`src/sv/btbn_pkg.sv`:
```
// Shared types and constants for the binary-tree barrier node.
// No dependencies; every other file of the block imports this package.
`default_nettype none

package btbn_pkg;

  // Largest node count that takes part in the barrier.
  localparam int MAX_NODES = 256;

  localparam int ID_W  = 8;  // node_id register and dest_node field
  localparam int CNT_W = 9;  // node_count register
  localparam int CFG_W = 9;  // widest register
  localparam int IDX_W = 1;  // register index

  localparam int QUEUE_DEPTH = 4;
  localparam int QPTR_W      = $clog2(QUEUE_DEPTH);

  // Register indexes.
  localparam logic [IDX_W-1:0] REG_NODE_ID    = 1'd0;
  localparam logic [IDX_W-1:0] REG_NODE_COUNT = 1'd1;

  // Input operations.
  localparam logic OP_POLL  = 1'b0;
  localparam logic OP_WRITE = 1'b1;

  // Result kinds.
  localparam logic [1:0] KIND_MSG      = 2'd0;
  localparam logic [1:0] KIND_NOT_YET  = 2'd1;
  localparam logic [1:0] KIND_COMPLETE = 2'd2;

  // Flag values.
  localparam logic [1:0] FLAG_CLEAR   = 2'd0;
  localparam logic [1:0] FLAG_ARRIVED = 2'd1;
  localparam logic [1:0] FLAG_RELEASE = 2'd2;

  // Everything the back end needs to emit the results of one poll.
  typedef struct packed {
    logic            msg_parent;
    logic            msg_child0;
    logic            msg_child1;
    logic            done;         // final result is complete, else not yet
    logic [ID_W-1:0] parent_node;
    logic [1:0]      parent_slot;
    logic [ID_W-1:0] child0_node;
    logic [ID_W-1:0] child1_node;
    logic [1:0]      base_slot;
  } plan_t;

endpackage

`default_nettype wire

```
`src/sv/btbn_front.sv`:
```
// Front end of the barrier node: configuration, flag banks and barrier state.
// Classifies each beat and turns a poll into a result plan. Uses btbn_pkg.
`default_nettype none

module btbn_front import btbn_pkg::*; (
  input  wire logic             clk,
  input  wire logic             rst,
  input  wire logic             cfg_we,
  input  wire logic [IDX_W-1:0] cfg_index,
  input  wire logic [CFG_W-1:0] cfg_data,
  input  wire logic             accept,
  input  wire logic             operation,
  input  wire logic [1:0]       flag_slot,
  input  wire logic [1:0]       flag_value,
  output plan_t                 plan,
  output logic                  push
);

  localparam logic [CNT_W-1:0] MAX_CNT = CNT_W'(MAX_NODES);

  logic [ID_W-1:0]  node_id;
  logic [CNT_W-1:0] node_count;
  logic [1:0]       flags [4];
  logic             sense;
  logic             phase;
  logic             resume_child;

  logic [CNT_W-1:0] cnt_eff;
  logic [ID_W+1:0]  child0;
  logic [ID_W+1:0]  child1;
  logic             present0;
  logic             present1;
  logic [1:0]       f0;
  logic [1:0]       f1;
  logic             miss0_first;
  logic             miss1;
  logic             red_block;
  logic             is_root;
  logic             released;
  logic             bcast;
  logic [ID_W-1:0]  me_m1;

  always_comb begin
    cnt_eff  = (node_count > MAX_CNT) ? MAX_CNT : node_count;
    child0   = {1'b0, node_id, 1'b1};
    child1   = child0 + (ID_W+2)'(1);
    present0 = child0 < {1'b0, cnt_eff};
    present1 = child1 < {1'b0, cnt_eff};
    f0       = flags[{sense, 1'b0}];
    f1       = flags[{sense, 1'b1}];
    is_root  = (node_id == '0);
    me_m1    = node_id - ID_W'(1);

    // A reduce resumes at the child recorded by the last waiting poll.
    miss0_first = !resume_child && present0 && (f0 != FLAG_ARRIVED);
    miss1       = present1 && (f1 != FLAG_ARRIVED);
    red_block   = !phase && (miss0_first || miss1);
    released    = is_root || (f0 == FLAG_RELEASE);
    bcast       = !red_block && released;

    plan.msg_parent  = !phase && !red_block && !is_root;
    plan.msg_child0  = bcast && present0;
    plan.msg_child1  = bcast && present1;
    plan.done        = bcast;
    plan.parent_node = {1'b0, me_m1[ID_W-1:1]};
    plan.parent_slot = {sense, me_m1[0]};
    plan.child0_node = child0[ID_W-1:0];
    plan.child1_node = child1[ID_W-1:0];
    plan.base_slot   = {sense, 1'b0};

    push = accept && (operation == OP_POLL);
  end

  always_ff @(posedge clk) begin
    if (rst) begin
      node_id      <= '0;
      node_count   <= CNT_W'(1);
      for (int i = 0; i < 4; i++) flags[i] <= FLAG_CLEAR;
      sense        <= 1'b0;
      phase        <= 1'b0;
      resume_child <= 1'b0;
    end else begin
      if (cfg_we) begin
        case (cfg_index)
          REG_NODE_ID:    node_id    <= cfg_data[ID_W-1:0];
          REG_NODE_COUNT: node_count <= cfg_data[CNT_W-1:0];
          default: ;
        endcase
      end
      if (accept && (operation == OP_WRITE)) begin
        flags[flag_slot] <= flag_value;
      end else if (push) begin
        if (red_block) begin
          resume_child <= !miss0_first;
        end else if (!released) begin
          phase <= 1'b1;
        end else begin
          phase                 <= 1'b0;
          resume_child          <= 1'b0;
          flags[{sense, 1'b0}]  <= FLAG_CLEAR;
          flags[{sense, 1'b1}]  <= FLAG_CLEAR;
          sense                 <= !sense;
        end
      end
    end
  end

endmodule

`default_nettype wire

```
`src/sv/btbn_queue.sv`:
```
// Short queue of poll plans between the front and the back end.
// Holds up to QUEUE_DEPTH plans. Uses btbn_pkg.
`default_nettype none

module btbn_queue import btbn_pkg::*; (
  input  wire logic clk,
  input  wire logic rst,
  input  wire logic push,
  input  plan_t     push_plan,
  output logic      full,
  output logic      head_valid,
  output plan_t     head_plan,
  input  wire logic pop
);

  plan_t             entries [QUEUE_DEPTH];
  logic [QPTR_W-1:0] wr_ptr;
  logic [QPTR_W-1:0] rd_ptr;
  logic [QPTR_W:0]   count;

  always_comb begin
    full       = (count == (QPTR_W+1)'(QUEUE_DEPTH));
    head_valid = (count != '0);
    head_plan  = entries[rd_ptr];
  end

  always_ff @(posedge clk) begin
    if (push) entries[wr_ptr] <= push_plan;
  end

  always_ff @(posedge clk) begin
    if (rst) begin
      wr_ptr <= '0;
      rd_ptr <= '0;
      count  <= '0;
    end else begin
      if (push) wr_ptr <= wr_ptr + QPTR_W'(1);
      if (pop)  rd_ptr <= rd_ptr + QPTR_W'(1);
      case ({push, pop})
        2'b10:   count <= count + (QPTR_W+1)'(1);
        2'b01:   count <= count - (QPTR_W+1)'(1);
        default: ;
      endcase
    end
  end

endmodule

`default_nettype wire

```
`src/sv/btbn_back.sv`:
```
// Back end of the barrier node: walks the head plan into the output register, one result
// per cycle while m_tready does not stall the output. Uses btbn_pkg.
`default_nettype none

module btbn_back import btbn_pkg::*; (
  input  wire logic        clk,
  input  wire logic        rst,
  input  wire logic        head_valid,
  input  plan_t            head_plan,
  output logic             pop,
  output logic             m_tvalid,
  input  wire logic        m_tready,
  output logic [15:0]      m_tdata,
  output logic [1:0]       m_tuser,
  output logic             m_tlast
);

  logic            sent_parent;
  logic            sent_child0;
  logic            sent_child1;
  logic            load;
  logic            pick_parent;
  logic            pick_child0;
  logic            pick_child1;
  logic [1:0]      kind_next;
  logic [ID_W-1:0] node_next;
  logic [1:0]      slot_next;
  logic [1:0]      value_next;

  always_comb begin
    load        = head_valid && (!m_tvalid || m_tready);
    pick_parent = head_plan.msg_parent && !sent_parent;
    pick_child0 = !pick_parent && head_plan.msg_child0 && !sent_child0;
    pick_child1 = !pick_parent && !pick_child0 && head_plan.msg_child1 && !sent_child1;
    pop         = load && !pick_parent && !pick_child0 && !pick_child1;

    kind_next  = head_plan.done ? KIND_COMPLETE : KIND_NOT_YET;
    node_next  = '0;
    slot_next  = '0;
    value_next = FLAG_CLEAR;
    if (pick_parent) begin
      kind_next  = KIND_MSG;
      node_next  = head_plan.parent_node;
      slot_next  = head_plan.parent_slot;
      value_next = FLAG_ARRIVED;
    end else if (pick_child0 || pick_child1) begin
      kind_next  = KIND_MSG;
      node_next  = pick_child0 ? head_plan.child0_node : head_plan.child1_node;
      slot_next  = head_plan.base_slot;
      value_next = FLAG_RELEASE;
    end
  end

  always_ff @(posedge clk) begin
    if (load) begin
      m_tdata <= {4'b0, value_next, slot_next, node_next};
      m_tuser <= kind_next;
      m_tlast <= pop;
    end
  end

  always_ff @(posedge clk) begin
    if (rst) begin
      m_tvalid    <= 1'b0;
      sent_parent <= 1'b0;
      sent_child0 <= 1'b0;
      sent_child1 <= 1'b0;
    end else begin
      if (load)          m_tvalid <= 1'b1;
      else if (m_tready) m_tvalid <= 1'b0;
      if (pop) begin
        sent_parent <= 1'b0;
        sent_child0 <= 1'b0;
        sent_child1 <= 1'b0;
      end else if (load) begin
        if (pick_parent) sent_parent <= 1'b1;
        if (pick_child0) sent_child0 <= 1'b1;
        if (pick_child1) sent_child1 <= 1'b1;
      end
    end
  end

endmodule

`default_nettype wire

```
`src/sv/binary_tree_barrier_node_core.sv`:
```
// A poll's plan is registered in the plan queue, then each result in the output register.
// Remote flag writes are taken every cycle while the plan queue has room; a poll holds the
// output sequencer for each of its results (one to four).
// The four-entry plan queue lets input beats continue while results wait on m_tready.
// Reset (rst, synchronous): flags, sense, phase and resume point clear, node_id is 0,
// node_count is 1 and the queue and output register empty.
`default_nettype none

module binary_tree_barrier_node_core import btbn_pkg::*; (
  input  wire logic             clk,
  input  wire logic             rst,
  input  wire logic             cfg_we,
  input  wire logic [IDX_W-1:0] cfg_index,
  input  wire logic [CFG_W-1:0] cfg_data,
  input  wire logic             s_tvalid,
  output logic                  s_tready,
  input  wire logic [7:0]       s_tdata,   // [1:0] flag_slot, [3:2] flag_value
  input  wire logic             s_tuser,   // [0] operation
  output logic                  m_tvalid,
  input  wire logic             m_tready,
  output logic [15:0]           m_tdata,   // [7:0] dest_node, [9:8] dest_slot, [11:10] msg_value
  output logic [1:0]            m_tuser,   // [1:0] kind
  output logic                  m_tlast
);

  plan_t plan;
  plan_t head_plan;
  logic  push;
  logic  full;
  logic  head_valid;
  logic  pop;
  logic  accept;

  assign s_tready = !full;
  assign accept   = s_tvalid && s_tready;

  btbn_front u_front (
    .clk        (clk),
    .rst        (rst),
    .cfg_we     (cfg_we),
    .cfg_index  (cfg_index),
    .cfg_data   (cfg_data),
    .accept     (accept),
    .operation  (s_tuser),
    .flag_slot  (s_tdata[1:0]),
    .flag_value (s_tdata[3:2]),
    .plan       (plan),
    .push       (push)
  );

  btbn_queue u_queue (
    .clk        (clk),
    .rst        (rst),
    .push       (push),
    .push_plan  (plan),
    .full       (full),
    .head_valid (head_valid),
    .head_plan  (head_plan),
    .pop        (pop)
  );

  btbn_back u_back (
    .clk        (clk),
    .rst        (rst),
    .head_valid (head_valid),
    .head_plan  (head_plan),
    .pop        (pop),
    .m_tvalid   (m_tvalid),
    .m_tready   (m_tready),
    .m_tdata    (m_tdata),
    .m_tuser    (m_tuser),
    .m_tlast    (m_tlast)
  );

endmodule

`default_nettype wire

```
`config.mk`:
```
export PLATFORM = sky130hd
export DESIGN_NAME = binary_tree_barrier_node_core
export DESIGN_NICKNAME = d
export VERILOG_FILES = /design/src/sv/btbn_pkg.sv /design/src/sv/btbn_front.sv /design/src/sv/btbn_queue.sv /design/src/sv/btbn_back.sv /design/src/sv/binary_tree_barrier_node_core.sv
export SDC_FILE = /design/constraint.sdc
export NUM_CORES = 1
export LEC_CHECK = 0
export ABC_AREA = 1
export BUFFER_PORTS_ARGS = -buffer_cell sky130_fd_sc_hd__buf_2
export CELL_PAD_IN_SITES_DETAIL_PLACEMENT = 1
export CELL_PAD_IN_SITES_GLOBAL_PLACEMENT = 1
export CORE_UTILIZATION = 44
export DETAILED_ROUTE_END_ITERATION = 8
export PLACE_DENSITY_LB_ADDON = 0.1
export SLEW_MARGIN = 25
export SYNTH_ARGS = -nofsm -noshare
export SYNTH_HDL_FRONTEND = slang
export SYNTH_SLANG_ARGS = --single-unit
```
`constraint.sdc`:
```
create_clock -name clk -period 2.9 [get_ports clk]
set_input_delay 0.29 -clock clk [delete_from_list [all_inputs] [get_ports clk]]
set_output_delay 0.29 -clock clk [all_outputs]
set_load 0.05 [all_outputs]
```
==> results.ini <==
[floorplanning]
start_util = 0.4497
die_x_um = 129.2
core_um2 = 15830
die_h_um = 129.2
placementRows = 46
io_pins = 45
die_area_um2 = 16690

[synth]
yosys.area_share.simple = 0.1408
synth_ff_type = edfxtp_1
synth.distinct_cells = 45
synth_xor_xnor_area_share = 0.01107
synth.yosys.seq_area_share = 0.6201
avgSynthCellArea_um2 = 10.69
async_flop_share = 0
yosys-mux-area-fraction = 0.002109
synth_top_cell_area_share = 0.5020
yosys_warnings = 0
synth_top_family_by_area = simple AND/OR/NAND/NOR gates
ys_ff_latch = 161
ys_top_cells_by_area = edfxtp_1 (50%), dfxtp_1 (12%), nand2_1 (6.2%)
synth_fa_ha_area_frac = 0.04500
synth_common_cells = edfxtp_1 (119), nand2_1 (117), nor2_1 (77), inv_1 (57), o21ai_0 (52)
synth_cells = 666
syn_area_um2 = 7118
synth_compound_area_frac = 0.1253
synth_most_common_cell = edfxtp_1
synth.largest_area_cell = edfxtp_1
synth_edf_count = 119

[cts]
clk_pin_slew_ns = 0.06
cts_root_buf = clkbuf_16
clock_path_buffers = 2
cts-buffers-inserted = 17
cts_tree = done
h-tree-depth = 4
cts_hold_buf = 0
cts.sinks = 161
worstSkewPairLatency_ns = 0.43

[power]
power_mw = 7.429
ir_drop_v = 0.0004685
p_leak_nw = 3.326
power_density_nw_per_um2 = 903.2

[timing]
finalSetupViolations = 0
fmax_ghz = 0.3699
setup_ws_ns = 0.1967
rsz0062_at_grt = no
finClkSkew_ns = 0.008133
hold_viol_final = 0
max_slew_margin = 0.4322
min_period_over_period = 0.9322
finalCriticalPeriod_ns = 2.703
slew_viol_final = 0
worst_pin_slew_ns = 0.8507

[finish]
nFillCells = 1738
drive_above_1_share = 0.1680
post_layout_nonfiller_instances = 948
nNetsFinal = 768
seq_area_um2 = 4417
area_growth_pct = 15.56
multi_input_area_um2 = 2355
diodes = 0
postLayoutCellArea_um2 = 8225

[flow_run]
drv_cap = 0

[global_route]
antenna_found_initial = 0
grt_pass1_vias = 5091
overflow = 0
grt_max_degree = 45
track_usage = 0.2174
grt_pass1_wl_um = 26850

[routing]
drt_iter0_markers = 348
postRouteAntennaNets = 0
post-route-drc-count = 0
routed_wl_um = 16860
drtPass1Iterations = 4
vias = 4971
detail_route.wl_per_cell_um = 17.78
avgViaCountPerCell = 5.244

[worst_hold_path]
hold_depth = 3
hold_path_class = in2reg
min_from = cfg_data[0]
hold_end = u_front.node_count[0]

[placed_design]
io_buffers = 36
place_hpwl_um = 11440
placed_area_um2 = 7607
dp_cells = 916
gp_congestion = 0.7702
pre_cts_ws_ns = 0.03352

[setup_path]
crit_path_end_kind = flip-flop
critPathArrivalTime_ns = 3.01
reg2reg_to = u_queue.count[2]
critical_path_class = reg2reg
worstPathRequired_ns = 3.21
cp-start-kind = flip-flop
crit_fanout = 8
reg2reg_depth = 13
rrSetupSlack_ns = 0.20

[run_status]
status = completed

## per-layer routing
| layer | part of all wire | vias up | global-route usage |
|---|---|---|---|
| li1 | - | 2415 | - |
| met1 | 0.44 | 2458 | 0.2642 |
| met2 | 0.51 | 82 | 0.3846 |
| met3 | 0.032 | 16 | 0.04046 |
| met4 | 0.013 | 0 | 0.07889 |
| met5 | 0 | - | 0 |
## layout by cell type, fill, tap and decap left out, types with 2 or more instances in the layout
cell type  synthesis  routed
nand2_2            3       4
clkbuf_1           8       2
ha_1              24      24
nand4_1            4       4
o211ai_1           3       3
buf_4              4      22
nor2_1            77      70
clkinv_1           1       4
nand3_1           19      19
o21ai_0           52      52
nand2_1          117     116
xor2_1             8       8
a21oi_1           47      47
nand4_2            2       2
inv_1             57      57
nor2_2             2       8
o22ai_1           13      13
bufinv_16          0       4
a211oi_1           2       2
nand3_2            2       2
nand2_4            2       2
edfxtp_1         119     119
buf_2             12      36
inv_2              3       3
a31oi_1            5       4
o21ai_1            3       3
dfxtp_2            0       2
conb_1             1       4
o211ai_2           4       4
a32o_1             6       6
clkbuf_16          0      17
o21ai_2            2       2
nor2_4             1       2
a22oi_1            6       6
dfxtp_1           42      40
clkinv_2           0       3
## timing repair
action / 4_1_cts / 5_1_grt
gates cloned: 0 / 0
resized for setup: 1 / 6
setup endpoints to repair: 8 / 20
buffers inserted: 0 / 0
## sequential cells by signal (all words and copies together) (netlist names), named ones only
| signal | count |
|---|---|
| u_back.m_tdata | 12 |
| u_front.node_count | 9 |
| u_front.sense | 1 |
| u_back.sent_child1 | 1 |
| u_queue.rd_ptr | 2 |
| u_front.flags | 8 |
| u_back.sent_child0 | 1 |
| u_front.resume_child | 1 |
| u_front.phase | 1 |
| u_back.sent_parent | 1 |
| u_back.m_tvalid | 1 |
| u_queue.entries | 104 |
| u_back.m_tuser | 2 |
| u_front.node_id | 8 |
| u_queue.wr_ptr | 2 |
| u_queue.count | 3 |
| u_back.m_tlast | 1 |
## metrics by stage
step,setup TNS (ns),hold slack (ns),util
after floorplan,-7.453,0.3624,-
after global placement,0,0.4404,0.4806
after detailed placement,0,0.4553,0.4806
after CTS,0,0.07736,0.5187
after global routing,0,0.09597,0.5197
final,0,0.08291,0.5197
## logic make-up (layout without fill, tap and decap cells)
logic type | count (synthesis) | count (layout)
compound gates | 147 | 147
xor+xnor | 9 | 9
simple gates | 233 | 233
flops | 161 | 161
other cells | 1 | 4
fa+ha+maj | 25 | 25
mux | 1 | 1
buf+inv | 89 | 152
## power by group
group          internal [mW]  total (mW)  switching [mW]
registers               2.84        2.95           0.108
clock network           1.42        2.30           0.872
logic                  0.581        2.18            1.60
## worst max-delay path by stage
stage | startpoint | end | slack, ns | depth (start not counted)
final | flip-flop | u_queue.count[2] | 0.20 | 13
after detailed placement | u_front.node_id[1] | u_queue.entries[0][27] | 0.03 | 14
after global placement | u_front.node_id[1] | u_queue.entries[0][27] | 0.18 | 14
after floorplan | u_queue.count[1] | u_queue.entries[0][10] | -0.07 | 6
after global routing | u_front.node_id[4] | u_queue.entries[2][25] | 0.0005 | 11
after CTS | u_front.node_id[1] | u_queue.entries[1][27] | 0.04 | 14
## final cells by class
class,instances,share of cell area
clock inverter,13,0.02038
sequential,161,0.5370
timing repair buffer,58,0.04198
inverter,62,0.02890
clock buffer,19,0.05263
tap,216,0.03286
multi-input combinational,419,0.2863
## worst max-delay path, stage by stage (launching register included)
cell	delay, ns
dfxtp_1	0.47
o21ai_1	0.16
o22ai_4	0.21
nand2_4	0.14
nand3_2	0.15
nand4_2	0.16
inv_2	0.14
ha_1	0.16
inv_1	0.07
fa_1	0.39
a21oi_1	0.15
o21ai_0	0.13
o21ai_0	0.19
a21oi_1	0.05
Power figures use the tool's default switching activity.
